==> src/rtl/lmtc_pkg.sv <==
// Types, timing constants and enable bit indices for the LCD mode timing controller.
package lmtc_pkg;

   typedef logic [1:0] mode_type;

   localparam mode_type MODE_HBLANK = 2'd0;
   localparam mode_type MODE_VBLANK = 2'd1;
   localparam mode_type MODE_OAM    = 2'd2;
   localparam mode_type MODE_DRAW   = 2'd3;

   localparam logic [8:0] OAM_DOTS   = 9'd80;
   localparam logic [8:0] HBLANK_END = 9'd376;
   localparam logic [8:0] LINE_DOTS  = 9'd456;

   localparam logic [7:0] DRAW_COLS         = 8'd160;
   localparam logic [7:0] FIRST_VBLANK_LINE = 8'd144;
   localparam logic [7:0] LINES_PER_FRAME   = 8'd154;

   localparam int unsigned EN_HBLANK_BIT = 0;
   localparam int unsigned EN_VBLANK_BIT = 1;
   localparam int unsigned EN_OAM_BIT    = 2;
   localparam int unsigned EN_MATCH_BIT  = 3;

endpackage

==> src/rtl/lcd_mode_timing_controller_core.sv <==
// LCD dot sequencer: mode, line counter, line compare, interrupts, pixel and OAM strobes.
//
// Each request transfer is one dot tick; ticks with advance or lcd_on low leave the
// timing state untouched and return the current mode, line and compare flag. Every
// tick yields exactly one response in a registered output, and a new tick is taken
// every clock while no response is pending or rsp_ready is high: the mode, dot, line
// and column counters update in one pass of short compare-and-increment logic into a
// single response register. A line runs 80 dots of OAM scan, 160 dots of drawing and
// horizontal blank up to mode dot 376; lines 144 to 153 are vertical blank, 456 dots
// each. Reset puts the sequencer at line 0, OAM scan, dot 0.
module lcd_mode_timing_controller_core
   import lmtc_pkg::*;
(
   input  logic       clock,
   input  logic       reset,
   input  logic       req_valid,
   output logic       req_ready,
   input  logic       req_advance,
   input  logic       req_lcd_on,
   input  logic [7:0] req_lyc,
   input  logic [3:0] req_stat_enables,
   output logic       rsp_valid,
   input  logic       rsp_ready,
   output logic [1:0] rsp_lcd_mode,
   output logic [7:0] rsp_line,
   output logic       rsp_line_match,
   output logic       rsp_stat_irq,
   output logic       rsp_vblank_irq,
   output logic       rsp_pixel_valid,
   output logic [7:0] rsp_pixel_x,
   output logic       rsp_oam_probe_valid,
   output logic [5:0] rsp_oam_slot
);

   mode_type   mode_ff, mode_in;
   logic [8:0] dot_ff, dot_in;
   logic [7:0] line_ff, line_in;
   logic [7:0] col_ff, col_in;
   logic       match_ff, match_in;
   logic       rsp_valid_ff;

   logic [8:0] dot_inc;
   logic [7:0] line_inc;
   logic [7:0] col_inc;
   logic       stat_in, vblank_in, pix_v_in, probe_v_in;
   logic [7:0] pix_x_in;
   logic [5:0] slot_in;

   logic       req_fire;
   logic       tick;

   assign req_ready = !rsp_valid_ff || rsp_ready;
   assign req_fire  = req_valid && req_ready;
   assign tick      = req_advance && req_lcd_on;
   assign dot_inc   = dot_ff + 9'd1;
   assign line_inc  = line_ff + 8'd1;
   assign col_inc   = col_ff + 8'd1;

   always_comb begin
      mode_in    = mode_ff;
      dot_in     = dot_ff;
      line_in    = line_ff;
      col_in     = col_ff;
      match_in   = match_ff;
      stat_in    = 1'b0;
      vblank_in  = 1'b0;
      pix_v_in   = 1'b0;
      pix_x_in   = 8'd0;
      probe_v_in = 1'b0;
      slot_in    = 6'd0;
      if (tick) begin
         case (mode_ff)
            MODE_HBLANK: begin
               dot_in = dot_inc;
               if (dot_inc >= HBLANK_END) begin
                  line_in  = line_inc;
                  dot_in   = 9'd0;
                  col_in   = 8'd0;
                  match_in = (req_lyc == line_inc);
                  stat_in  = match_in && req_stat_enables[EN_MATCH_BIT];
                  if (line_inc >= FIRST_VBLANK_LINE) begin
                     mode_in   = MODE_VBLANK;
                     vblank_in = 1'b1;
                     if (req_stat_enables[EN_VBLANK_BIT]) stat_in = 1'b1;
                  end else begin
                     mode_in = MODE_OAM;
                     if (req_stat_enables[EN_OAM_BIT]) stat_in = 1'b1;
                  end
               end
            end
            MODE_VBLANK: begin
               dot_in = dot_inc;
               if (dot_inc >= LINE_DOTS) begin
                  dot_in  = 9'd0;
                  line_in = line_inc;
                  if (line_inc >= LINES_PER_FRAME) begin
                     line_in = 8'd0;
                     mode_in = MODE_OAM;
                     if (req_stat_enables[EN_OAM_BIT]) stat_in = 1'b1;
                  end
                  match_in = (req_lyc == line_in);
                  if (match_in && req_stat_enables[EN_MATCH_BIT]) stat_in = 1'b1;
               end
            end
            MODE_OAM: begin
               if (!dot_ff[0]) begin
                  probe_v_in = 1'b1;
                  slot_in    = dot_ff[6:1];
               end
               dot_in = dot_inc;
               if (dot_inc >= OAM_DOTS) begin
                  dot_in  = 9'd0;
                  mode_in = MODE_DRAW;
               end
            end
            default: begin
               dot_in   = dot_inc;
               pix_v_in = 1'b1;
               pix_x_in = col_ff;
               col_in   = col_inc;
               if (col_inc >= DRAW_COLS) begin
                  mode_in = MODE_HBLANK;
                  if (req_stat_enables[EN_HBLANK_BIT]) stat_in = 1'b1;
               end
            end
         endcase
      end
   end

   always_ff @(posedge clock) begin
      if (reset) begin
         mode_ff      <= MODE_OAM;
         dot_ff       <= 9'd0;
         line_ff      <= 8'd0;
         col_ff       <= 8'd0;
         match_ff     <= 1'b0;
         rsp_valid_ff <= 1'b0;
      end else begin
         if (req_fire) begin
            mode_ff  <= mode_in;
            dot_ff   <= dot_in;
            line_ff  <= line_in;
            col_ff   <= col_in;
            match_ff <= match_in;
         end
         if (req_fire) begin
            rsp_valid_ff <= 1'b1;
         end else if (rsp_ready) begin
            rsp_valid_ff <= 1'b0;
         end
      end
   end

   always_ff @(posedge clock) begin
      if (req_fire) begin
         rsp_lcd_mode        <= mode_in;
         rsp_line            <= line_in;
         rsp_line_match      <= match_in;
         rsp_stat_irq        <= stat_in;
         rsp_vblank_irq      <= vblank_in;
         rsp_pixel_valid     <= pix_v_in;
         rsp_pixel_x         <= pix_x_in;
         rsp_oam_probe_valid <= probe_v_in;
         rsp_oam_slot        <= slot_in;
      end
   end

   assign rsp_valid = rsp_valid_ff;

   a_vblank_line: assert property (@(posedge clock) disable iff (reset)
      mode_ff == MODE_VBLANK |-> line_ff >= FIRST_VBLANK_LINE)
      else $error("vblank mode outside vblank lines");

   a_hold_state: assert property (@(posedge clock) disable iff (reset)
      req_fire && !tick |=> $stable(mode_ff) && $stable(dot_ff) && $stable(line_ff))
      else $error("timing state moved on a held dot");

   a_vblank_pulse: assert property (@(posedge clock) disable iff (reset)
      rsp_valid && rsp_vblank_irq |-> rsp_line == FIRST_VBLANK_LINE
                                       && rsp_lcd_mode == MODE_VBLANK)
      else $error("vblank pulse away from frame end");

   a_pixel_mode: assert property (@(posedge clock) disable iff (reset)
      rsp_valid && rsp_pixel_valid |-> rsp_lcd_mode == MODE_DRAW
                                       || rsp_lcd_mode == MODE_HBLANK)
      else $error("pixel strobe outside drawing");

endmodule
==> config.mk <==
export PLATFORM = sky130hd
export DESIGN_NAME = lcd_mode_timing_controller_core
export DESIGN_NICKNAME = d
export VERILOG_FILES = /design/src/rtl/lmtc_pkg.sv /design/src/rtl/lcd_mode_timing_controller_core.sv
export SDC_FILE = /design/constraint.sdc
export NUM_CORES = 1
export LEC_CHECK = 0
export ABC_AREA = 1
export BUFFER_PORTS_ARGS = -buffer_cell sky130_fd_sc_hd__buf_2
export CAP_MARGIN = 15
export CORE_MARGIN = 3
export CORE_UTILIZATION = 30
export DETAILED_ROUTE_END_ITERATION = 12
export GPL_TIMING_DRIVEN = 0
export PLACE_DENSITY = 0.44
export SYNTH_ARGS = -nofsm -noshare
export SYNTH_HDL_FRONTEND = slang
export SYNTH_SLANG_ARGS = --single-unit
==> constraint.sdc <==
create_clock -name clock -period 4.5 [get_ports clock]
set_input_delay 0.675 -clock clock [delete_from_list [all_inputs] [get_ports clock]]
set_output_delay 0.675 -clock clock [all_outputs]
set_load 0.01 [all_outputs]
After elaboration in Yosys (flattened, before gate mapping). Index checks and enable logic that the tools add are counted.

Add/subtract/negate cells: 3. Reduce and logical (&&, ||, !) cells: 16. Bitwise operators: 3. Multiplexer cells: 42. Eq/ne operators: 5. Order comparisons: 6.

Operators by type and width (count): 8-bit two-way mux (8); 8-bit one-hot mux with 2 select lines (2); 9-bit two-way mux (3); 9-bit one-hot mux with 3 select lines (1); 8-bit greater-or-equal comparator (second input constant) (3); 9-bit greater-or-equal comparator (second input constant) (2); 1-bit two-way mux (18); 8-bit by 1-bit adder with 8-bit output (second input constant) (2); 8-bit == test (2); 2-bit two-way mux (7); 9-bit by 1-bit adder with 9-bit output (second input constant) (1); 9-bit by 7-bit greater-or-equal comparator with 1-bit output (second input constant) (1); 2-bit one-hot mux with 3 select lines (1); 3-bit OR reduction (2); 1-bit logical AND (4); 2-bit AND reduction (2); 4-bit AND reduction (1); 4-bit OR reduction (1); 1-bit NOT (3); 1-bit one-hot mux with 3 select lines (1); 3-bit AND reduction (1); 2-bit by 1-bit == test with 1-bit output (second input constant) (1); 2-bit == test (second input constant) (1); 2-bit logical NOT (1); other kinds (6) (6).

Input port bits: 18. Register bits: 58. Logic and storage cells: 90. Output and inout port bits: 31.

Depth between registers and ports, before layout.
Word-level depth: 11. Gate-level depth with buffers: 18.

Worst setup path before layout. No wires, ideal clock.

Path kind: input port to flip-flop. From: in rsp_ready. To: reg rsp_lcd_mode[0] (enable). Setup slack: 1.905 ns. Stages: 6. Arrival time: 2.190 ns. Path buffers: 2. Data required time: 4.095 ns. Cells stage by stage: inv_1 -> nand2_1 -> nand2_1 -> clkbuf_8 -> inv_1 -> buf_1.

Word-level cells in the longest chain between the ends: 2.

Ends and longest elaborated chain: start, declared (line lcd_mode_timing_controller_core.sv:23) `input logic rsp_ready,`; 1-bit logical OR (line lcd_mode_timing_controller_core.sv:52) `assign req_ready = !rsp_valid_ff || rsp_ready;`; via req_ready (line lcd_mode_timing_controller_core.sv:17) `output logic req_ready,`; 1-bit logical AND (line lcd_mode_timing_controller_core.sv:53) `assign req_fire = req_valid && req_ready;`; via req_fire (line lcd_mode_timing_controller_core.sv:49) `logic req_fire;`; end signal, assigned (line lcd_mode_timing_controller_core.sv:156) `rsp_lcd_mode <= mode_in;`; end, declared (line lcd_mode_timing_controller_core.sv:24) `output logic [1:0] rsp_lcd_mode,`.

The timed path passes the listed nets, and every way through them passes these cells. A chain may end at the register's enable or synchronous reset.

Worst setup path in the final report.
From: reg line_ff[0]. To: reg rsp_stat_irq (data pin).

Word-level cells in the longest chain between the ends: 11.

Ends and longest elaborated chain: start, declared (line lcd_mode_timing_controller_core.sv:37) `logic [7:0] line_ff, line_in;`; start signal, assigned (line lcd_mode_timing_controller_core.sv:142) `line_ff <= line_in;`; 8-bit by 1-bit adder with 8-bit output (*) (line lcd_mode_timing_controller_core.sv:56) `assign line_inc = line_ff + 8'd1;`; 8-bit greater-or-equal comparator (line lcd_mode_timing_controller_core.sv:96) `if (line_inc >= LINES_PER_FRAME) begin`; 8-bit two-way mux (line lcd_mode_timing_controller_core.sv:96); 8-bit two-way mux (line lcd_mode_timing_controller_core.sv:93) `if (dot_inc >= LINE_DOTS) begin`; 8-bit two-way mux (line lcd_mode_timing_controller_core.sv:72) `case (mode_ff)`; 8-bit two-way mux (line lcd_mode_timing_controller_core.sv:71) `if (tick) begin`; 8-bit == test (line lcd_mode_timing_controller_core.sv:101) `match_in = (req_lyc == line_in);`; 1-bit logical AND (line lcd_mode_timing_controller_core.sv:102) `if (match_in && req_stat_enables[EN_MATCH_BIT]) stat_in = 1'b1;`; 1-bit two-way mux (line lcd_mode_timing_controller_core.sv:102); 1-bit two-way mux (line lcd_mode_timing_controller_core.sv:93); 1-bit one-hot mux with 3 select lines (*) (line lcd_mode_timing_controller_core.sv:72); end signal, assigned (line lcd_mode_timing_controller_core.sv:159) `rsp_stat_irq <= stat_in;`; end, declared (line lcd_mode_timing_controller_core.sv:27) `output logic rsp_stat_irq,`.

Mark *: on every way between the ends. The rest lies on a longest branch, timed or not. The select of a mux whose other input is x is not followed.

==> impl_metrics.json <==
{
  "status": "completed",
  "worst_slack_ns": 2.02,
  "drt_wl_total_um": 9600,
  "clk_pin_slew_worst_paths_ns": 0.05,
  "dpl_cell_area_um2": 4080,
  "worst_slew_pin_slew_ns": 0.922,
  "cts_setup_buffers": 0,
  "route.detailed.drc": 0,
  "p_leak_nw": 1.98,
  "power_mw": 1.46,
  "r2r_cells": 14,
  "min-delay-path-class": "register to register",
  "clock_latency_ns": 0.32,
  "r2r_start": "line_ff[0]$_SDFFE_PP0P_",
  "clock-sinks": 58,
  "start_util_pct": 31.4,
  "clockRootBuffer": "clkbuf_16",
  "post-place-ws_ns": 2.04,
  "multi_input_area_um2": 1850,
  "syn_inst": 502,
  "timing.final.max_slew_violations": 0,
  "cts_resized": 0,
  "ant_nets": 0,
  "synth-edff-count": 29,
  "yosysSeqAreaShare_pct": 39.6,
  "hp-start": "dot_ff[6]$_SDFFE_PP0P_",
  "setup_tns_ns": 0,
  "p_per_area_nw_per_um2": 333,
  "die_w_um": 116,
  "start_kind": "register",
  "crit_fanout": 10,
  "final_common_cell": "nand2_1",
  "dp_hpwl_um": 7110,
  "ioPinCount": 49,
  "relSlewSlack_pct": 38.5,
  "die-area_um2": 13600,
  "synthArstFlopShare_pct": 0,
  "yosysWarningCount": 0,
  "crit_arrival_ns": 2.65,
  "end_kind": "register",
  "synthFlopType": "edfxtp_1",
  "grt_max_degree": 39,
  "reg2reg_setup_slack_ns": 2.02,
  "place_congestion": 0.849,
  "cp_slowest_stage_delay_ns": 0.49,
  "critical_path_class": "register to register",
  "cp_num_cells": 14,
  "ys_types": 41,
  "grt-ovfl-total": 0,
  "clock_path_buffers": 2,
  "vias_per_cell": 4.67,
  "drt-pass1-iter-count": 5,
  "drt_iter0_markers": 193,
  "crit_path_top_delay_cell": "dfxtp_1",
  "whs_endpoint": "dot_ff[6]$_SDFFE_PP0P_",
  "grt_pass1_wl_um": 15700,
  "hold_viol": 0,
  "path_cells": "ha_1 -> nand3_2 -> xor2_1 -> nand3_2 -> nand3_2 -> buf_6 -> nand2_2 -> nand2_1 -> nand2_1 -> nor2_2 -> nand3_1 -> o21ai_1 -> nand2_1 -> a21oi_2",
  "drive_gt1_share_pct": 19.8,
  "min_period_ns": 2.48,
  "ir_worst_vdd_mv": 0.131,
  "wl_per_cell_um": 13.6,
  "core_area_um2": 11700,
  "insertedDiodeCount": 0,
  "cap_violations": 0,
  "synth.avg_cell_area_um2": 7.30,
  "cts_tree": "yes",
  "worstSetupStartpoint": "line_ff[0]$_SDFFE_PP0P_",
  "post-route-cell-area_um2": 4370,
  "regArea_um2": 1450,
  "layout_common_cells": "nand2_1, inv_1, buf_2",
  "setup_viol": 0,
  "die_h_um": 116,
  "hold_path_depth": 2,
  "critical_path.top_delay_family": "simple AND/OR/NAND/NOR gates",
  "crit_required_ns": 4.67,
  "fillers": 1248,
  "fmax_mhz": 403,
  "first_global_vias": 3109,
  "io_buffers": 47,
  "skew_ns": 0.00796,
  "fin_nets": 587,
  "ys_ff_latch": 58,
  "rows": 39,
  "syn_nets": 529,
  "critPathBufInv": 1,
  "grt_antenna_before_repair": 0,
  "cts_buffers": 9,
  "fin_crit_sh_pct": 55.1,
  "grt_setup_unrepaired": "false",
  "vias": 3308,
  "hold_buffers": 0,
  "h-tree-depth": 3,
  "syn_area_um2": 3660,
  "syn2layout_area_growth_pct": 19.3,
  "r2r-end": "rsp_stat_irq$_SDFFCE_PN0P_",
  "track_usage_pct": 14.9
}
==> sequential cells by signal, summed over array words and instances, names as in the netlist <==
signal / cells
rsp_line_match: 1
line_ff: 8
match_ff: 1
rsp_pixel_x: 8
rsp_oam_probe_valid: 1
rsp_oam_slot: 6
rsp_valid: 1
rsp_stat_irq: 1
rsp_lcd_mode: 2
rsp_vblank_irq: 1
rsp_line: 8
mode_ff: 2
rsp_pixel_valid: 1
col_ff: 8
dot_ff: 9
==> synthesized netlist by cell type, types with 3 or more instances <==
cell type | instances | share of area (%)
o21ai_0 | 10 | 1.4
nor2_2 | 6 | 1.0
a21oi_1 | 30 | 4.1
clkbuf_8 | 3 | 1.1
nor2_4 | 3 | 0.92
ha_1 | 9 | 3.1
nor2_1 | 46 | 4.7
nand3_2 | 5 | 1.4
o21ai_1 | 10 | 1.4
nand3_1 | 42 | 5.7
nand2_4 | 3 | 0.92
nand2_2 | 15 | 2.6
a211oi_1 | 6 | 1.2
xor2_1 | 7 | 1.7
nor3_1 | 5 | 0.68
inv_1 | 67 | 6.9
edfxtp_1 | 29 | 24
a21oi_2 | 3 | 0.72
nand4_1 | 7 | 1.2
nand2_1 | 137 | 14
clkbuf_1 | 5 | 0.51
dfxtp_1 | 29 | 16
==> worst register-to-register path, stage by stage (launching register included) <==
cell and delay (ns):
dfxtp_1 0.49, ha_1 0.24, nand3_2 0.14, xor2_1 0.33, nand3_2 0.16, nand3_2 0.13, buf_6 0.16, nand2_2 0.05
nand2_1 0.06, nand2_1 0.07, nor2_2 0.07, nand3_1 0.10, o21ai_1 0.09, nand2_1 0.08, a21oi_2 0.15
==> area by class of cell <==
class,count,area share (%)
multi-input combinational,361,42.3
sequential,58,33.2
inverter,71,6.16
clock buffer,13,5.73
timing repair buffer,47,5.39
tap,143,4.10
buffer,12,2.18
clock inverter,3,0.917
==> kinds of logic (layout without fill, tap and decap cells) <==
logic type | count (synthesis) | count (layout) | share of synthesized area, %
xor+xnor | 7 | 7 | 1.67
flops | 58 | 58 | 39.6
buf+inv | 83 | 146 | 9.91
compound gates | 69 | 69 | 11.2
simple gates | 276 | 276 | 34.5
fa+ha+maj | 9 | 9 | 3.07
==> routing by layer <==
layer / GRT usage [%] / up-vias / part of all wire, %
li1: - / 1742 / -
met1: 21.2 / 1486 / 51
met2: 22.7 / 66 / 43
met4: 5.10 / 0 / 1.5
met5: 0 / - / 0
met3: 2.85 / 14 / 5.2
==> stage by stage <==
stage	std cells	hold slack [ns]	utilization, %
6_report	708	0.479	37.5
3_3_place_gp	692	0.471	35.0
3_5_place_dp	692	0.474	35.0
5_1_grt	708	0.508	37.5
4_1_cts	708	0.481	37.5
2_1_floorplan	502	0.458	-
==> power breakdown <==
group / total, mW / switching [mW] / internal [mW]
clock network: 0.672 / 0.231 / 0.442
logic: 0.184 / 0.122 / 0.0621
registers: 0.600 / 0.0180 / 0.582
==> worst max path at each step <==
| stage | slack [ns] | to |
|---|---|---|
| 4_1_cts | 2.05 | rsp_stat_irq$_SDFFCE_PN0P_ |
| 3_5_place_dp | 2.04 | col_ff[1]$_SDFFE_PP0P_ |
| 3_3_place_gp | 1.18 | line_ff[7]$_SDFFE_PP0P_ |
| 5_1_grt | 1.73 | rsp_stat_irq$_SDFFCE_PN0P_ |
| 2_1_floorplan | 1.90 | rsp_lcd_mode[0]$_DFFE_PP_ |
| 6_report | 2.02 | rsp_stat_irq$_SDFFCE_PN0P_ |
Note: power is estimated with default switching activity, not from simulation.
